File: src/design/assert_macros.svh
// -----------------------------------------------------------------------------
// assert_macros.svh
// Shared concurrent assertion macros for the design folder.
// -----------------------------------------------------------------------------
`ifndef ASSERT_MACROS_SVH
`define ASSERT_MACROS_SVH

// The consequent must hold whenever the antecedent holds, outside reset.
`define ASSERT_IMPLY(lbl, clk, rstn, ante, cons) \
    lbl: assert property (@(posedge clk) disable iff (!(rstn)) (ante) |-> (cons)) \
        else $error("implication check failed");

// The condition must be true on the clock edge after the antecedent.
`define ASSERT_NEXT(lbl, clk, rstn, ante, cons) \
    lbl: assert property (@(posedge clk) disable iff (!(rstn)) (ante) |=> (cons)) \
        else $error("next-cycle check failed");

// The condition must never be seen outside reset.
`define ASSERT_NEVER(lbl, clk, rstn, cond) \
    lbl: assert property (@(posedge clk) disable iff (!(rstn)) !(cond)) \
        else $error("forbidden condition seen");

`endif

File: src/design/ptda_pkg.sv
// -----------------------------------------------------------------------------
// ptda_pkg
// Types, codes and constants of the peer table with dedup and aging.
// -----------------------------------------------------------------------------
`default_nettype none

package ptda_pkg;

    localparam int SLOT_W = 6;

    // Function codes of an input item.
    localparam logic [1:0] F_PACKET = 2'd0;
    localparam logic [1:0] F_SWEEP  = 2'd1;
    localparam logic [1:0] F_QUERY  = 2'd2;

    // Result kinds.
    localparam logic [2:0] K_ACCEPT   = 3'd0;
    localparam logic [2:0] K_DUP      = 3'd1;
    localparam logic [2:0] K_BAD_HDR  = 3'd2;
    localparam logic [2:0] K_LOW_PORT = 3'd3;
    localparam logic [2:0] K_FULL     = 3'd4;
    localparam logic [2:0] K_QUERY    = 3'd5;
    localparam logic [2:0] K_EXPIRED  = 3'd6;
    localparam logic [2:0] K_NONE_EXP = 3'd7;

    localparam logic [15:0] MIN_REPLY_PORT = 16'd1024;
    localparam logic [30:0] TIMEOUT_RESET  = 31'd120000;

    // One table entry; an address of zero marks a free entry.
    typedef struct packed {
        logic [31:0] addr;
        logic [31:0] id;
        logic [31:0] heard;
    } t_entry;

    // One result item.
    typedef struct packed {
        logic [2:0]        kind;
        logic              ack_req;
        logic [15:0]       ack_port;
        logic [31:0]       ack_msg_id;
        logic [31:0]       entry_addr;
        logic [SLOT_W-1:0] slot;
        logic [31:0]       heard;
        logic              last;
    } t_result;

    // Builds a result with the last flag cleared.
    function automatic t_result mk_result(
        input logic [2:0]        kind,
        input logic              ack,
        input logic [15:0]       port,
        input logic [31:0]       id,
        input logic [31:0]       addr,
        input logic [SLOT_W-1:0] slot,
        input logic [31:0]       heard
    );
        t_result r;
        r.kind       = kind;
        r.ack_req    = ack;
        r.ack_port   = ack ? port : 16'd0;
        r.ack_msg_id = ack ? id : 32'd0;
        r.entry_addr = addr;
        r.slot       = slot;
        r.heard      = heard;
        r.last       = 1'b0;
        return r;
    endfunction

endpackage

`default_nettype wire

File: src/design/ptda_cell.sv
// -----------------------------------------------------------------------------
// ptda_cell
// One link of the entry ring: holds a table entry and passes it on a shift.
// -----------------------------------------------------------------------------
`default_nettype none

module ptda_cell
    import ptda_pkg::*;
(
    input  wire logic   i_clk,
    input  wire logic   i_rst_n,
    input  wire logic   i_shift,
    input  wire t_entry i_entry,
    output t_entry      o_entry
);

    t_entry r_entry;

    // Take the neighbor's entry on every shift; reset frees the entry.
    always_ff @(posedge i_clk) begin
        if (!i_rst_n) begin
            r_entry <= '0;
        end else if (i_shift) begin
            r_entry <= i_entry;
        end
    end

    assign o_entry = r_entry;

endmodule

`default_nettype wire

File: config.mk
export PLATFORM = sky130hd
export DESIGN_NAME = ptda_cell
export DESIGN_NICKNAME = d
export VERILOG_FILES = /design/src/design/assert_macros.svh /design/src/design/ptda_pkg.sv /design/src/design/ptda_cell.sv
export SDC_FILE = /design/constraint.sdc
export NUM_CORES = 1
export LEC_CHECK = 0
export BUFFER_PORTS_ARGS = -buffer_cell sky130_fd_sc_hd__buf_4
export CORE_UTILIZATION = 48
export CTS_CLUSTER_SIZE = 28
export DETAILED_ROUTE_END_ITERATION = 7
export GPL_ROUTABILITY_DRIVEN = 0
export PLACE_DENSITY = 0.85
export SLEW_MARGIN = 20
export SYNTH_ARGS = -nofsm -noshare
export SYNTH_HDL_FRONTEND = slang
export SYNTH_SLANG_ARGS = --single-unit
File: constraint.sdc
create_clock -name i_clk -period 2.7 [get_ports i_clk]
set_input_delay 0.405 -clock i_clk [delete_from_list [all_inputs] [get_ports i_clk]]
set_output_delay 0.405 -clock i_clk [all_outputs]
set_load 0.02 [all_outputs]
After elaboration in Yosys (flattened, before gate mapping)
Cells that the tools add are included.
{ "totals": {"out_inout_bits": 96, "ff_bits": 96, "inputBits": 99, "wordCells": 3} }

Depth between registers and ports, before layout
Gate-level depths: netlist of the first run.
{ "logic_depth": {"word_depth": 0, "ltp_mapped": 5, "depth_no_buf": 2} }

Worst setup path before layout of the first run
No wires, ideal clock.
{ "synth_timing": {"path_kind": "in2reg", "from": "in i_shift", "to": "reg r_entry (netlist bit o_entry[53])", "path_stages": 5, "t_required_ns": 2.584, "arrival_ns": 1.043, "n_path_buf": 3, "slack_ns": 1.541, "setup_time_ns": 0.116, "cell_sequence": "buf_4 -> buf_8 -> buf_12 -> mux2i_1 -> nor2b_1"} }
{ "synth_lines": {"columns": ["element", "line", "rtl"], "rows": [
  ["from (decl)", "ptda_cell.sv:12", "input wire logic i_shift,"],
  ["to (signal assigned)", "ptda_cell.sv:24", "r_entry <= i_entry;"],
  ["to (decl)", "ptda_cell.sv:17", "t_entry r_entry;"]
]} }

Final worst setup path of the first run
{ "layout_timing": {"from": "reg r_entry (netlist bit o_entry[7])", "to": "out o_entry[7] in the netlist's numbering"} }
{ "layout_lines": {"columns": ["element", "line", "rtl"], "rows": [
  ["to (decl)", "ptda_cell.sv:14", "output t_entry o_entry"]
]} }
No word-level cell between the ends.

==> results of run 1 <==
-- routing by layer --
metal  vias up  share of wire, %  global-route usage, %
li1       1390                 -                      -
met5         -                 0                      0
met1      1277                40                   22.7
met3        13               9.8                   7.29
met2       133                49                   34.7
met4         0               1.8                   7.79
-- power by group through the flow --
stage	combinational, µW	clock, µW	sequential [µW]
CTS	565	860	1550
global placement	551	0	1570
floorplan	200	0	1680
detailed placement	565	0	1580
finish	560	834	1550
global route	599	922	1560
-- area by class of cell --
cell class | instances | area [µm²]
clock buffer | 11 | 141
fill | 539 | 2050
clock inverter | 4 | 31.3
timing repair buffer | 197 | 1500
multi-input combinational | 192 | 1560
sequential | 96 | 1920
tap | 99 | 124
-- through the flow --
| step | util (%) | std cells | power [µW] | hold slack, ns | worst slack [ns] |
|---|---|---|---|---|---|
| 2_1_floorplan | - | 309 | 1880 | 0.574 | 1.54 |
| 3_3_place_gp | 69.7 | 584 | 2120 | 0.497 | 1.13 |
| 3_5_place_dp | 69.7 | 584 | 2140 | 0.504 | 1.09 |
| 4_1_cts | 72.1 | 599 | 2970 | 0.294 | 1.42 |
| 5_1_grt | 72.1 | 599 | 3080 | 0.299 | 1.39 |
| 6_report | 72.1 | 599 | 2940 | 0.306 | 1.44 |
-- kinds of logic (layout without fill, tap and decap cells) --
logic type | after synthesis | in the layout | share of synthesized area [%]
buffers and inverters | 21 | 212 | 4.89
AND/OR/NAND/NOR | 96 | 96 | 16.4
flip-flops | 96 | 96 | 52.5
multiplexers | 96 | 96 | 26.2
-- worst paths after layout --
path / start / to / cells past startpoint
max reg2reg: o_entry[66] / o_entry[66] / 2
max: o_entry[7] / o_entry[7] / 1
min: i_entry[5] / o_entry[5] / 3
min reg2reg: o_entry[0] / o_entry[0] / 2
-- layout by cell type, fill, tap and decap left out --
| cell type | instances |
|---|---|
| sky130_fd_sc_hd__clkbuf_8 | 10 |
| sky130_fd_sc_hd__mux2i_1 | 96 |
| sky130_fd_sc_hd__clkinvlp_4 | 3 |
| sky130_fd_sc_hd__clkbuf_1 | 1 |
| sky130_fd_sc_hd__nor2b_1 | 96 |
| sky130_fd_sc_hd__clkinv_4 | 1 |
| sky130_fd_sc_hd__dfxtp_1 | 96 |
| sky130_fd_sc_hd__buf_4 | 195 |
| sky130_fd_sc_hd__buf_12 | 2 |
==> out/qor_table.md, run 1 <==
| Result | Value |
|---|---|
| Die Area | 7980 µm² |
| RSZ-0062 raised after global routing | false |
| Count of input and output buffers | 194 |
| Count of H-tree levels built during CTS | 3 |
| Flip-flop count of the largest register after layout | 96 |
| Count of distinct cell types in the synthesized netlist | 8 |
| TritonCTS clock tree | yes |
| Fmax | 0.792 GHz |
| DRC violation count after routing | 0 |
| TritonCTS Buffers | 9 |
| Worst max-slew margin expressed relative to the limit | 52.4% |
| Clock latency at the later pin of the worst-skew pair | 0.34 ns |
| CP bufs+invs | 1 |
| Total standard cell area after synthesis | 3660 µm² |
| Cell Int Power | 2160 µW |
| Mapped Nets | 408 |
| Detailed Route Iter0 Violations | 63 |
| Std-Cell Rows | 31 |
| Tightest Hold Check Type | in -> reg |
| Number of global-route vias before repair | 2570 |
| Run status | complete, no violations |
| Part of the cycle the worst path needs | 46.8% |
| Register-to-register setup slack | 2.01 ns |
| IO Count | 195 |
| Nets | 595 |
| Proportion of power drawn by the clock network | 28.4% |
| Area fraction of the dominant cell type after synthesis | 52.5% |
| Worst IR Drop VDD | 0.323 mV |
| Post-cts hold buffer count | 0 |
| Sum of routed wire length over all layers | 8.48 mm |
| Post-layout minimum cycle time | 1.26 ns |
| Reg power frac | 52.6% |
| Antenna fix cells | 0 |
| Switch share | 26.6% |
| Placed cell area | 5110 µm² |
| Vias per std cell | 4.70 |
| Setup-violating endpoint count in the final report | 0 |
| Number of buffers on the longest clock path | 2 |
| Cell chosen for the clock root | sky130_fd_sc_hd__clkbuf_8 |
| Delay contributed by the slowest stage of the critical path | 0.36 ns |
| Clock Sinks | 96 |
| Setup_tns | 0 ns |
| Fraction of registers with async set or reset after synthesis | 0% |
| Share of cells above drive strength 1 | 42.2% |
| Slew @ Worst Pin | 0.715 ns |
| Area contributors post-synth | sky130_fd_sc_hd__dfxtp_1 (52%), sky130_fd_sc_hd__mux2i_1 (26%), sky130_fd_sc_hd__nor2b_1 (16%) |
| Area Overhead vs Synth | 44.3% |
| Total congestion overflow | 0 |
| Top Family by Delay on Critical Path | flip-flops |
| Endpoints failing hold | 0 |
| Post-synthesis cell type with the largest combined area | sky130_fd_sc_hd__dfxtp_1 |
| Worst Setup End Kind | primary output |
| Die Wd | 89.4 µm |
| Ordered list of cells on the worst path | buf_4 |
| Leakage dissipation | 0.00260 µW |
| Iteration count of the initial detailed-routing pass | 4 |
| Post-synthesis sequential area ratio | 52.5% |
| Post-synthesis area per instance | 11.9 µm² |
| Largest net degree at the start of global routing | 97 |
| Power density of the placed cells | 556 nW/µm² |
| Vias | 2813 |
| Clock Skew | 0 ns |
| Arrival time reported for the critical path endpoint | 0.86 ns |
| Worst-path cell with the longest stage delay | sky130_fd_sc_hd__dfxtp_1 |
| Flop and latch count out of synthesis | 96 |
| Worst-path fanout max | 2 |
| Core box area | 7330 µm² |
| Net switching power | 782 µW |
| Die outline height | 89.4 µm |
| Commonest register cell after synthesis | sky130_fd_sc_hd__dfxtp_1 |
| Antenna violations before repair | 0 |
| Final Max Slew Viols | 0 |
| Worst setup SP type | flip-flop |
| Number of warnings reported in the yosys synthesis log | 0 |
| Total global routing track utilization | 20.1% |
| Synthesized netlist cell count | 309 |
| Number of enable-type register cells in the synthesized netlist | 0 |
| Required @ worst endpoint | 2.30 ns |
| Remaining number of nets flagged by the antenna check after routing | 0 |
| Combinational group share of total power | 19.0% |
| Final instance area | 5280 µm² |
| Most frequent cells after synthesis | sky130_fd_sc_hd__dfxtp_1 (96), sky130_fd_sc_hd__mux2i_1 (96), sky130_fd_sc_hd__nor2b_1 (96) |
| Effective utilization at floorplan | 50.0% |
| Number of cells upsized or downsized after cts | 0 |
| Clock transition at the register clock pins on the worst setup and hold paths after CTS | 0.09 ns |
| HPWL Detailed | 6.25 mm |
| CP Class | reg -> out |
| Number of setup buffers added after CTS | 0 |
| Wire length of the first global-routing pass | 12.2 mm |
| Max-cap check violation count | 0 |
| Average wire per standard cell | 14.2 µm |
(Power assumes the default switching activity.)
==> run 2: changes to the inputs <==
- ABC_AREA: not set -> 1
- CORE_UTILIZATION: 48 -> 42
- PLACE_DENSITY: 0.85 -> 0.77
- clock period: 2.7 -> 1 ns (I/O delays scaled with it)
==> out/qor_table.md, run 2 <==
| Result | Value | Delta |
|---|---|---|
| Arrival time reported for the critical path endpoint | 0.83 ns | -0.03 ns |
| Post-synthesis cell type with the largest combined area | sky130_fd_sc_hd__dfxtp_1 |  |
| Worst-path cell with the longest stage delay | sky130_fd_sc_hd__dfxtp_2 |  |
| Uppermost routed layer | met4 |  |
| Part of the cycle the worst path needs | 98.4% |  |
| Area contributors post-synth | sky130_fd_sc_hd__dfxtp_1 (48%), sky130_fd_sc_hd__nand2_1 (18%), sky130_fd_sc_hd__nor2_1 (18%) |  |
| Count of H-tree levels built during CTS | 3 | unchanged |
| Worst setup SP type | flip-flop |  |
| Mapped Nets | 707 | +73% |
| Vias | 3959 | +41% |
| Detailed Route Iter0 Violations | 86 | +37% |
| Share of cells above drive strength 1 | 39.9% | -2.3 points |
| Vias per std cell | 4.27 | -9.2% |
| Number of warnings reported in the yosys synthesis log | 0 | unchanged |
| Effective utilization at floorplan | 43.5% | -6.4 points |
| Core box area | 9280 µm² | +27% |
| TritonCTS clock tree | yes |  |
| Endpoints failing hold | 0 | unchanged |
| Worst IR Drop VDD | 0.861 mV | +170% |
| Leading cell types in the layout, fill and taps excluded | sky130_fd_sc_hd__nor2_1 (192), sky130_fd_sc_hd__nand2_1 (192), sky130_fd_sc_hd__buf_4 (108) |  |
| Clock latency at the later pin of the worst-skew pair | 0.34 ns | about the same |
| Iteration count of the initial detailed-routing pass | 4 | unchanged |
| Worst-path fanout max | 2 | unchanged |
| Top Family by Delay on Critical Path | flip-flops |  |
| Die Wd | 100 µm | +12% |
| Clock Skew | 0 ns | unchanged |
| Most frequent cells after synthesis | sky130_fd_sc_hd__nand2_1 (192), sky130_fd_sc_hd__nor2_1 (192), sky130_fd_sc_hd__dfxtp_1 (96), sky130_fd_sc_hd__inv_1 (96), sky130_fd_sc_hd__buf_6 (25) |  |
| Number of enable-type register cells in the synthesized netlist | 0 | unchanged |
| Routed met1 length | 4.24 mm | +26% |
| Max-cap check violation count | 0 | unchanged |
| Antenna fix cells | 0 | unchanged |
| Post-synthesis sequential area ratio | 47.6% | -4.9 points |
| Total length of routed met2 wires | 4.86 mm | +18% |
| Average wire per standard cell | 10.9 µm | -23% |
| Run status | complete, no violations |  |
| Count of input and output buffers | 194 | unchanged |
| Commonest register cell after synthesis | sky130_fd_sc_hd__dfxtp_1 |  |
| DRC violation count after routing | 0 | unchanged |
| Total global routing track utilization | 19.8% | -0.36 points |
| Ordered list of cells on the worst path | buf_6 |  |
| CP bufs+invs | 1 | unchanged |
| Delay contributed by the slowest stage of the critical path | 0.36 ns | about the same |
| Post-layout minimum cycle time | 0.984 ns |  |
| Std-Cell Rows | 35 | +13% |
| Total standard cell area after synthesis | 4040 µm² | +10% |
| Power density of the placed cells | 1480 nW/µm² | +170% |
| Worst max-slew margin expressed relative to the limit | 82.0% | +30 points |
| Sum of routed wire length over all layers | 10.1 mm | +19% |
| Fmax | 1.02 GHz |  |
| Nets | 894 | +50% |
| Antenna violations before repair | 0 | unchanged |
| Number of global-route vias before repair | 3717 | +45% |
| Fraction of registers with async set or reset after synthesis | 0% | unchanged |
| Post-synthesis area per instance | 6.64 µm² | -44% |
| Number of buffers on the longest clock path | 2 | unchanged |
| Setup Slack @ Placement | 0.0567 ns | -1.03 ns |
| RSZ-0062 raised after global routing | true |  |
| Final worst slack | 0.0157 ns | -1.42 ns |
| Finished Layout Cells | 928 | +55% |
| Area Overhead vs Synth | 53.6% |  |
| Detailed route wirelength on metal3 | 901 µm | +8.8% |
| Tightest Hold Check Type | in -> reg |  |
| Count of distinct cell types in the synthesized netlist | 6 | -2 |
| Largest net degree at the start of global routing | 69 | -29% |
| Clock transition at the register clock pins on the worst setup and hold paths after CTS | 0.10 ns | about the same |
| IO Count | 195 | unchanged |
| Final Max Slew Viols | 0 | unchanged |
| Area fraction of the dominant cell type after synthesis | 47.6% | -4.9 points |
| HPWL Detailed | 7.05 mm | +13% |
| Post-Route Utilization | 66.8% | -5.2 points |
| Setup-violating endpoint count in the final report | 0 | unchanged |
| CP Class | reg -> out |  |
| Worst Setup End Kind | primary output |  |
| Clock Sinks | 96 | unchanged |
| Total congestion overflow | 0 | unchanged |
| Total Power Consumption | 9170 µW | +210% |
| Leakage dissipation | 0.00348 µW | +34% |
| Slew @ Worst Pin | 0.271 ns | -0.444 ns |
| Die outline height | 100 µm | +12% |
| TritonCTS Buffers | 9 | unchanged |
| Flip-flop count of the largest register after layout | 96 | unchanged |
| Flop and latch count out of synthesis | 96 | unchanged |
| Cell chosen for the clock root | sky130_fd_sc_hd__clkbuf_8 |  |
| Synthesized netlist cell count | 608 | +97% |
| Wire length of the first global-routing pass | 15.9 mm | +30% |
| Die Area | 10000 µm² | +25% |
| Required @ worst endpoint | 0.85 ns | -1.45 ns |
| Remaining number of nets flagged by the antenna check after routing | 0 | unchanged |
| Cell total after placement | 908 | +55% |
run 2: cell families (layout without fill, tap and decap cells):
group	Yosys count	count (layout)	synth area share, %
AND/OR/NAND/NOR	384	384	35.7
flip-flops	96	96	47.6
buffers and inverters	128	319	16.8
run 2: report_power, final:
part | total [µW] | leakage, µW | switching, µW | internal, µW
clock network | 2870 | 0.000112 | 1320 | 1540
registers | 4340 | 0.000826 | 191 | 4140
logic | 1970 | 0.00254 | 962 | 1000
run 2: cell type report:
type / count / area (µm²)
Timing Repair Buffer: 208 / 1970
Multi-Input combinational cell: 384 / 1440
Clock buffer: 11 / 151
Clock inverter: 4 / 76.3
Sequential cell: 96 / 2040
Fill cell: 788 / 3080
Inverter: 96 / 360
Tap cell: 129 / 161
run 2: worst min-delay path, stage by stage:
cell                      delay [ns]
sky130_fd_sc_hd__buf_4          0.08
sky130_fd_sc_hd__inv_1          0.03
sky130_fd_sc_hd__nand2_1        0.04
sky130_fd_sc_hd__nand2_1        0.04
sky130_fd_sc_hd__nor2_1         0.06
run 2: stage by stage:
step	hold WS (ns)	area, µm²	setup TNS, ns
after floorplan	0.338	4040	0
after global placement	0.433	5460	0
after detailed placement	0.443	5460	0
after CTS	0.0637	5870	0
after global routing	0.0659	6200	-0.638
final	0.0729	6200	0
run 2: metal layers:
layer / global-route usage [%] / vias to the layer above
li1: - / 2077
met1: 20.9 / 1740
met2: 36.1 / 134
met3: 7.87 / 8
met4: 5.69 / 0
met5: 0 / -
run 2: worst paths after layout:
path	start	end	slack (ns)	depth (start not counted)
worst max-delay path	o_entry[83]	o_entry[83]	0.02	1
worst min-delay path	i_entry[35]	o_entry[35]	0.07	5
worst max register to register	o_entry[95]	o_entry[95]	0.29	3
worst min register to register	o_entry[16]	o_entry[16]	0.48	2
run 2: what timing repair did:
item                                   4_1_cts  5_1_grt
buffers inserted                             3        2
resized for setup                           87      105
gates cloned                                 0        0
endpoints found under the hold margin        0        0
setup endpoints to repair                   69       96
hold buffers                                 0        0
